<file path="src/design/ale_pkg.sv">
`timescale 1ns / 1ps
`default_nettype none

package ale_pkg;

   // Operation codes carried in the func field
   localparam logic [2:0] FN_INSERT = 3'd0;
   localparam logic [2:0] FN_DELETE = 3'd1;
   localparam logic [2:0] FN_LOCATE = 3'd2;
   localparam logic [2:0] FN_SORTED = 3'd3;
   localparam logic [2:0] FN_CLEAR  = 3'd4;

   // Status codes returned with each response
   localparam logic [1:0] ST_OK       = 2'd0;
   localparam logic [1:0] ST_BADPOS   = 2'd1;
   localparam logic [1:0] ST_FULL     = 2'd2;
   localparam logic [1:0] ST_NOTFOUND = 2'd3;

   typedef struct packed {
      logic [2:0]         func;
      logic signed [31:0] value;
      logic [4:0]         position;
   } ale_req_type;

   typedef struct packed {
      logic [1:0] status;
      logic [3:0] index;
      logic [4:0] count;
   } ale_rsp_type;

   // Per-cell control from the sequencer
   typedef struct packed {
      logic cmp_en;      // capture compare flags
      logic live;        // cell holds a list entry
      logic take_new;    // load the request value
      logic shift_up;    // load from lower neighbor
      logic shift_down;  // load from upper neighbor
   } ale_cell_ctrl_type;

   // Compare flags returned by each cell
   typedef struct packed {
      logic eq;    // live entry equals the key
      logic stop;  // sorted insert stops here
   } ale_cell_flags_type;

   typedef enum logic [3:0] {
      S_IDLE = 4'b0001,
      S_CMP  = 4'b0010,
      S_SCAN = 4'b0100,
      S_DONE = 4'b1000
   } ale_state_type;

endpackage

`default_nettype wire

</file>
<file path="src/design/ale_stream_if.sv">
`timescale 1ns / 1ps
`default_nettype none

interface ale_stream_if #(
   parameter type payload_type = logic
);
   logic        valid;
   logic        ready;
   payload_type payload;

   modport source (output valid, output payload, input ready);
   modport sink   (input valid, input payload, output ready);
endinterface

`default_nettype wire

</file>
<file path="src/design/ale_cell.sv">
`timescale 1ns / 1ps
`default_nettype none

module ale_cell (
   input  wire logic                        clock,
   input  wire ale_pkg::ale_cell_ctrl_type  ctrl,
   input  wire logic signed [31:0]          key,
   input  wire logic signed [31:0]          lower,
   input  wire logic signed [31:0]          upper,
   output logic signed [31:0]               entry,
   output ale_pkg::ale_cell_flags_type      flags
);

   logic signed [31:0]          entry_ff;
   logic signed [31:0]          entry_in;
   ale_pkg::ale_cell_flags_type flags_ff;
   ale_pkg::ale_cell_flags_type flags_in;

   // Entry update: new value, shift from a neighbor, or hold
   always_comb begin
      if (ctrl.take_new) begin
         entry_in = key;
      end else if (ctrl.shift_up) begin
         entry_in = lower;
      end else if (ctrl.shift_down) begin
         entry_in = upper;
      end else begin
         entry_in = entry_ff;
      end
   end

   // Local compare against the request key
   always_comb begin
      flags_in.eq   = ctrl.live && (entry_ff == key);
      flags_in.stop = !(ctrl.live && (entry_ff < key));
   end

   always_ff @(posedge clock) begin
      entry_ff <= entry_in;
      if (ctrl.cmp_en) begin
         flags_ff <= flags_in;
      end
   end

   assign entry = entry_ff;
   assign flags = flags_ff;

endmodule

`default_nettype wire

</file>
<file path="src/design/array_list_engine.sv">
// Operation: the request is registered on acceptance, then the cells capture
// their compare flags, the first hit is scanned into the slot select, and the
// response valid is raised as the result is applied/shifted through the cell
// row. A new request is accepted only once the previous one has finished these
// steps; the last step waits while the response register is still held by the sink.
// Reset: clears the entry count, sequencer and response valid; the cell
// contents are not cleared and hold no meaning until written.
`timescale 1ns / 1ps
`default_nettype none

module array_list_engine #(
   parameter int CAPACITY = 16
) (
   input  wire logic   clock,
   input  wire logic   reset,
   ale_stream_if.sink   req_if,
   ale_stream_if.source rsp_if
);

   localparam int CNTW = $clog2(CAPACITY + 1);
   localparam int IW   = (CAPACITY > 1) ? $clog2(CAPACITY) : 1;
   localparam int PW   = (CNTW > 5) ? CNTW : 5;
   localparam int IXW  = (IW > 4) ? IW : 4;

   ale_pkg::ale_state_type state_ff;
   ale_pkg::ale_state_type state_in;
   ale_pkg::ale_req_type   req_ff;
   logic [CNTW-1:0]        count_ff;
   logic [CNTW-1:0]        count_in;
   logic [CAPACITY-1:0]    sel_ff;
   logic [CAPACITY-1:0]    sel_in;
   logic                   rsp_valid_ff;
   ale_pkg::ale_rsp_type   rsp_data_ff;

   logic signed [31:0]          cell_data  [CAPACITY];
   ale_pkg::ale_cell_flags_type cell_flags [CAPACITY];
   ale_pkg::ale_cell_ctrl_type  cell_ctrl  [CAPACITY];

   logic [CAPACITY-1:0] live;
   logic [CAPACITY-1:0] eq_vec;
   logic [CAPACITY-1:0] stop_vec;
   logic [CAPACITY-1:0] pos_vec;
   logic [CAPACITY-1:0] scan_vec;
   logic [CAPACITY-1:0] ge_mask;
   logic [IW-1:0]       enc;
   logic [IXW-1:0]      idx_ext;
   logic [PW-1:0]       pos_ext;
   logic [PW-1:0]       cnt_ext;
   logic [PW-1:0]       cnt_out_ext;
   logic                is_full;
   logic                req_fire;
   logic                rsp_free;
   logic                done_go;
   logic                apply_ins;
   logic                apply_del;
   logic [1:0]          status_c;
   logic [3:0]          index_c;
   logic [CNTW-1:0]     count_next;

   assign req_fire = req_if.valid && req_if.ready;
   assign rsp_free = !rsp_valid_ff || rsp_if.ready;
   assign done_go  = (state_ff == ale_pkg::S_DONE) && rsp_free;
   assign pos_ext  = PW'(req_ff.position);
   assign cnt_ext  = PW'(count_ff);
   assign is_full  = (count_ff == CNTW'(CAPACITY));

   // Per-cell vectors: occupancy, compare flags, decoded position
   always_comb begin
      for (int i = 0; i < CAPACITY; i++) begin
         live[i]     = (count_ff > CNTW'(i));
         eq_vec[i]   = cell_flags[i].eq;
         stop_vec[i] = cell_flags[i].stop;
         pos_vec[i]  = (pos_ext == PW'(i));
      end
   end

   // Scan: isolate the lowest set bit of the selected vector
   always_comb begin
      unique case (req_ff.func)
         ale_pkg::FN_LOCATE: scan_vec = eq_vec;
         ale_pkg::FN_SORTED: scan_vec = stop_vec;
         default:            scan_vec = pos_vec;
      endcase
      sel_in = scan_vec & (~scan_vec + CAPACITY'(1));
   end

   // Slot index and the mask of cells at or above the slot
   always_comb begin
      enc = '0;
      for (int i = 0; i < CAPACITY; i++) begin
         if (sel_ff[i]) begin
            enc = enc | IW'(i);
         end
      end
      ge_mask = ~(sel_ff - CAPACITY'(1));
      idx_ext = IXW'(enc);
   end

   // Operation outcome
   always_comb begin
      status_c   = ale_pkg::ST_OK;
      index_c    = '0;
      count_next = count_ff;
      apply_ins  = 1'b0;
      apply_del  = 1'b0;
      unique case (req_ff.func)
         ale_pkg::FN_INSERT: begin
            if (pos_ext > cnt_ext) begin
               status_c = ale_pkg::ST_BADPOS;
            end else if (is_full) begin
               status_c = ale_pkg::ST_FULL;
            end else begin
               apply_ins  = 1'b1;
               index_c    = idx_ext[3:0];
               count_next = count_ff + CNTW'(1);
            end
         end
         ale_pkg::FN_DELETE: begin
            if (pos_ext >= cnt_ext) begin
               status_c = ale_pkg::ST_BADPOS;
            end else begin
               apply_del  = 1'b1;
               count_next = count_ff - CNTW'(1);
            end
         end
         ale_pkg::FN_LOCATE: begin
            if (|sel_ff) begin
               index_c = idx_ext[3:0];
            end else begin
               status_c = ale_pkg::ST_NOTFOUND;
            end
         end
         ale_pkg::FN_SORTED: begin
            if (is_full) begin
               status_c = ale_pkg::ST_FULL;
            end else begin
               apply_ins  = 1'b1;
               index_c    = idx_ext[3:0];
               count_next = count_ff + CNTW'(1);
            end
         end
         ale_pkg::FN_CLEAR: begin
            count_next = '0;
         end
         default: begin
         end
      endcase
      cnt_out_ext = PW'(count_next);
   end

   // Cell controls
   always_comb begin
      for (int i = 0; i < CAPACITY; i++) begin
         cell_ctrl[i].cmp_en     = (state_ff == ale_pkg::S_CMP);
         cell_ctrl[i].live       = live[i];
         cell_ctrl[i].take_new   = done_go && apply_ins && sel_ff[i];
         cell_ctrl[i].shift_up   = done_go && apply_ins && ge_mask[i] && !sel_ff[i];
         cell_ctrl[i].shift_down = done_go && apply_del && ge_mask[i];
      end
   end

   // Cell row, each cell wired to its neighbors
   for (genvar g = 0; g < CAPACITY; g++) begin : g_cell
      logic signed [31:0] lower;
      logic signed [31:0] upper;

      if (g == 0) begin : g_lo_edge
         assign lower = cell_data[g];
      end else begin : g_lo
         assign lower = cell_data[g-1];
      end

      if (g == CAPACITY - 1) begin : g_hi_edge
         assign upper = cell_data[g];
      end else begin : g_hi
         assign upper = cell_data[g+1];
      end

      ale_cell u_cell (
         .clock (clock),
         .ctrl  (cell_ctrl[g]),
         .key   (req_ff.value),
         .lower (lower),
         .upper (upper),
         .entry (cell_data[g]),
         .flags (cell_flags[g])
      );
   end

   // Sequencer
   always_comb begin
      state_in = state_ff;
      unique case (state_ff)
         ale_pkg::S_IDLE: if (req_if.valid) state_in = ale_pkg::S_CMP;
         ale_pkg::S_CMP:  state_in = ale_pkg::S_SCAN;
         ale_pkg::S_SCAN: state_in = ale_pkg::S_DONE;
         ale_pkg::S_DONE: if (rsp_free) state_in = ale_pkg::S_IDLE;
         default:         state_in = ale_pkg::S_IDLE;
      endcase
   end

   assign count_in = done_go ? count_next : count_ff;

   always_ff @(posedge clock) begin
      if (reset) begin
         state_ff     <= ale_pkg::S_IDLE;
         count_ff     <= '0;
         rsp_valid_ff <= 1'b0;
      end else begin
         state_ff <= state_in;
         count_ff <= count_in;
         if (done_go) begin
            rsp_valid_ff <= 1'b1;
         end else if (rsp_if.ready) begin
            rsp_valid_ff <= 1'b0;
         end
      end
   end

   // Payload registers
   always_ff @(posedge clock) begin
      if (req_fire) begin
         req_ff <= req_if.payload;
      end
      if (state_ff == ale_pkg::S_SCAN) begin
         sel_ff <= sel_in;
      end
      if (done_go) begin
         rsp_data_ff.status <= status_c;
         rsp_data_ff.index  <= index_c;
         rsp_data_ff.count  <= cnt_out_ext[4:0];
      end
   end

   assign req_if.ready   = (state_ff == ale_pkg::S_IDLE);
   assign rsp_if.valid   = rsp_valid_ff;
   assign rsp_if.payload = rsp_data_ff;

   // Checks
   a_count_bound: assert property (@(posedge clock) disable iff (reset)
      count_ff <= CNTW'(CAPACITY))
      else $error("entry count above capacity");

   a_sel_onehot: assert property (@(posedge clock) disable iff (reset)
      (state_ff == ale_pkg::S_DONE) |-> $onehot0(sel_ff))
      else $error("slot select not one-hot");

   a_full_status: assert property (@(posedge clock) disable iff (reset)
      (done_go && status_c == ale_pkg::ST_FULL) |-> is_full)
      else $error("full status with room left");

   a_accept_cmp: assert property (@(posedge clock) disable iff (reset)
      req_fire |=> (state_ff == ale_pkg::S_CMP))
      else $error("accepted request did not start compare");

endmodule

`default_nettype wire

</file>
<file path="src/flat_wrapper.sv">
// flat-port wrapper written by rule: the top's interface ports become plain ports
module array_list_engine_flat 
#(
   parameter int CAPACITY = 16
)
  (clock, reset, req_if_valid, req_if_payload, req_if_ready, rsp_if_valid, rsp_if_payload, rsp_if_ready);
  ale_stream_if #(.payload_type(ale_pkg::ale_req_type)) req_if_i ();
  ale_stream_if #(.payload_type(ale_pkg::ale_rsp_type)) rsp_if_i ();
  input  wire logic clock;
  input  wire logic reset;
  input wire logic [$bits(req_if_i.valid)-1:0] req_if_valid;
  input wire logic [$bits(req_if_i.payload)-1:0] req_if_payload;
  output wire logic [$bits(req_if_i.ready)-1:0] req_if_ready;
  output wire logic [$bits(rsp_if_i.valid)-1:0] rsp_if_valid;
  output wire logic [$bits(rsp_if_i.payload)-1:0] rsp_if_payload;
  input wire logic [$bits(rsp_if_i.ready)-1:0] rsp_if_ready;
  assign req_if_i.valid = req_if_valid;
  assign req_if_i.payload = req_if_payload;
  assign req_if_ready = req_if_i.ready;
  assign rsp_if_valid = rsp_if_i.valid;
  assign rsp_if_payload = rsp_if_i.payload;
  assign rsp_if_i.ready = rsp_if_ready;
  array_list_engine #(.CAPACITY(CAPACITY)) u_core (.clock(clock), .reset(reset), .req_if(req_if_i), .rsp_if(rsp_if_i));
endmodule
</file>
<file path="config.mk">
export PLATFORM = sky130hd
export DESIGN_NAME = array_list_engine_flat
export DESIGN_NICKNAME = d
export VERILOG_FILES = /design/src/design/ale_pkg.sv /design/src/design/ale_stream_if.sv /design/src/design/ale_cell.sv /design/src/design/array_list_engine.sv /design/src/flat_wrapper.sv
export SDC_FILE = /design/constraint.sdc
export NUM_CORES = 2
export LEC_CHECK = 0
export BUFFER_PORTS_ARGS = -buffer_cell sky130_fd_sc_hd__buf_2
export CAP_MARGIN = 20
export CORE_MARGIN = 10
export CORE_UTILIZATION = 30
export CTS_CLUSTER_SIZE = 20
export DETAILED_ROUTE_END_ITERATION = 8
export HOLD_SLACK_MARGIN = 0.1
export PLACE_DENSITY = 0.46
export SYNTH_ARGS = -nofsm -noshare
export SYNTH_HDL_FRONTEND = slang
export SYNTH_SLANG_ARGS = --single-unit
</file>
<file path="constraint.sdc">
create_clock -name clock -period 4.6 [get_ports clock]
set_input_delay 0.23 -clock clock [delete_from_list [all_inputs] [get_ports clock]]
set_output_delay 0.23 -clock clock [all_outputs]
set_load 0.1 [all_outputs]
</file>
==> flow_metrics.tcl <==
set metrics [dict create \
    fin_area_um2 52800 \
    cts_tree "built" \
    grt_antenna_before_repair 5 \
    worst_setup_path_start_kind "flop" \
    clock-sinks 621 \
    syn_area_um2 46700 \
    worst_pin_slew_ns 1.12 \
    ant_nets 0 \
    crit_family "flip-flops" \
    clk_path_buf_depth 3 \
    overflow 0 \
    hp-class "input port to flop" \
    timing.critical_path.cells "clkinv_1 -> buf_4 -> ha_1 -> nand4_1 -> or4_1 -> a21oi_1 -> a211oi_1 -> o211ai_1 -> mux2i_1" \
    die_h_um 414 \
    yosysTopAreaCell "edfxtp_1" \
    place_area_um2 49600 \
    skew_ns 0.0326 \
    tns_ns 0 \
    rows 144 \
    fillers 15400 \
    fmax_mhz 249 \
    synth-edff-count 611 \
    fp.dieArea_um2 172000 \
    coreArea_um2 154000 \
    wirelength_um 194000 \
    grt_max_degree 148 \
    final_hold_viol_count 0 \
    synth.area.top_cells "edfxtp_1 39%, ha_1 14%, a21oi_1 3.6%" \
    netlist_instances 4571 \
    avgViaCountPerCell 6.22 \
    yosysUniqueCellTypes 86 \
    cpMaxStageDelayCell "edfxtp_1" \
    ys_seq_area_share_pct 39.7 \
    grt_pass1_wl_um 282000 \
    firstDrtPassIters 6 \
    fin_nets 5093 \
    synth_seq_cells 621 \
    cap_violations 0 \
    final_cell_mix "611 x edfxtp_1, 524 x ha_1, 330 x a21oi_1" \
    maxSlewViolCount 0 \
    fin_crit_ns 4.02 \
    drc_errors 0 \
    crit_path_end_kind "flop" \
    clock_latency_ns 0.70 \
    crit_path_max_fanout 11 \
    avgSynthCellArea_um2 10.2 \
    ys.flop_type "edfxtp_1" \
    max_stage_delay_ns 0.97 \
    multi_input_area_um2 25900 \
    die_w_um 414 \
    seqCellArea_um2 18500 \
    initial_core_util_pct 30.2 \
    crit_arrival_ns 4.53 \
    mostFrequentLayoutCell "edfxtp_1" \
    path_class "flop to flop" \
    async_flop_share_pct 0 \
    wl_per_cell_um 29.2 \
    grt_pass1_vias 39800 \
    p_leak_nw 18.3 \
    vias 41300 \
    rsz0062_at_grt "false" \
    outcome "finished, final reports clean" \
    h-tree-depth 3 \
    ir_worst_vdd_mv 0.312 \
    numPortBuffers 56 \
    syn_nets 5140 \
    dp_hpwl_um 140000 \
    path_clk_slew_ns 0.06 \
    cts-root-buf "clkbuf_16" \
    synth_top_area_share_pct 39.3 \
    grtUsageTotal_pct 21.4 \
    post-cts-setup-buffers 0 \
    yosysWarnings 0 \
    io_pins 57 \
    setup_violations 0 \
    drt_iter0_markers 4428 \
    critPathBufInv 2 \
    slew_headroom_pct 25.5 \
    power_density_nw_per_um2 276 \
    area_delta_synth_final_pct 13.2 \
    drive_gt1_share_pct 13.1 \
    utilization_pct 34.2 \
    required_ns 5.11 \
    cts_buffers 84 \
    place_congestion 0.895 \
    final.period_utilization_pct 87.5 \
]
## through the flow
step | worst slack, ns | hold WS, ns | std cells | power, mW
2_1_floorplan | 0.233 | 0.329 | 4571 | 7.14
3_3_place_gp | 0.682 | 0.406 | 6435 | 7.74
3_5_place_dp | 0.665 | 0.408 | 6435 | 7.76
4_1_cts | 0.631 | 0.202 | 6632 | 14.7
5_1_grt | 0.548 | 0.233 | 6641 | 15.0
6_report | 0.576 | 0.244 | 6642 | 14.6
## registers in the layout, indices dropped and copies added, names as in the netlist
register / cells
u_core.rsp_if.payload: 11
u_core.req_ff: 35
u_core.pos_ext: 5
u_core.cnt_ext: 5
u_core.g_cell.u_cell.flags: 32
u_core.rsp_if.valid: 1
u_core.state_ff: 4
u_core.sel_ff: 16
u_core.g_cell.u_cell.entry: 512
## routing by layer
layer | up-vias | routed length [um] | global-route usage (%)
li1 | 18700 | - | -
met1 | 20800 | 86600 | 29.6
met2 | 1545 | 86400 | 33.5
met3 | 256 | 12500 | 2.85
met4 | 0 | 8050 | 8.92
met5 | - | 0 | 0
## cells by family after synthesis
logic type,synth area share (%)
XOR/XNOR,0.0188
adder cells (fa/ha/maj),14.1
AO/OA/AOI/OAI,24.2
AND/OR/NAND/NOR,14.7
flip-flops,39.7
buffers and inverters,5.10
multiplexers,2.17
## synth_stat cells (all sizes together), types with 76 or more instances
| cell type | instances |
|---|---|
| o221a | 141 |
| nor2 | 211 |
| a41oi | 111 |
| a221o | 138 |
| nor4 | 136 |
| buf | 156 |
| edfxtp | 611 |
| o32ai | 76 |
| a21oi | 333 |
| inv | 136 |
| nand2 | 211 |
| nand4 | 248 |
| ha | 525 |
| o221ai | 78 |
| clkbuf | 275 |
| and2 | 85 |
| nor3 | 120 |
| o21ai | 185 |
| a211oi | 103 |
## final cells by class
class                           instances  share of cell area, %
Inverter                              142                   1.01
Sequential cell                       621                   35.1
Multi-Input combinational cell       3377                   49.0
Clock buffer                          107                   4.34
Timing Repair Buffer                  298                   4.70
Tap cell                             2044                   4.84
Antenna cell                            8                 0.0379
Clock inverter                         45                  0.921
## worst paths after layout
| check | startpoint | end | slack, ns | depth (start not counted) |
|---|---|---|---|---|
| worst max-delay path | u_core.req_ff[17] | u_core.g_cell[10].u_cell.flags[0] | 0.58 | 9 |
| worst max register to register | u_core.req_ff[17] | u_core.g_cell[10].u_cell.flags[0] | 0.58 | 9 |
| worst min-delay path | req_if_payload[34] | u_core.req_ff[34] | 0.24 | 2 |
| worst min register to register | u_core.g_cell[15].u_cell.entry[30] | u_core.g_cell[14].u_cell.entry[30] | 0.59 | 1 |
## repair_timing
action	CTS	global route
hold buffers	45	0
resized for setup	0	0
endpoints found under the hold margin	50	0
## report_power, final
| part | leakage, nW | internal, mW | switching [mW] |
|---|---|---|---|
| registers | 5.59 | 6.17 | 0.0708 |
| logic | 11.4 | 0.446 | 1.01 |
| clock network | 1.36 | 4.07 | 2.80 |
| total | 18.3 | 10.7 | 3.88 |
(Power assumes the default switching activity.)
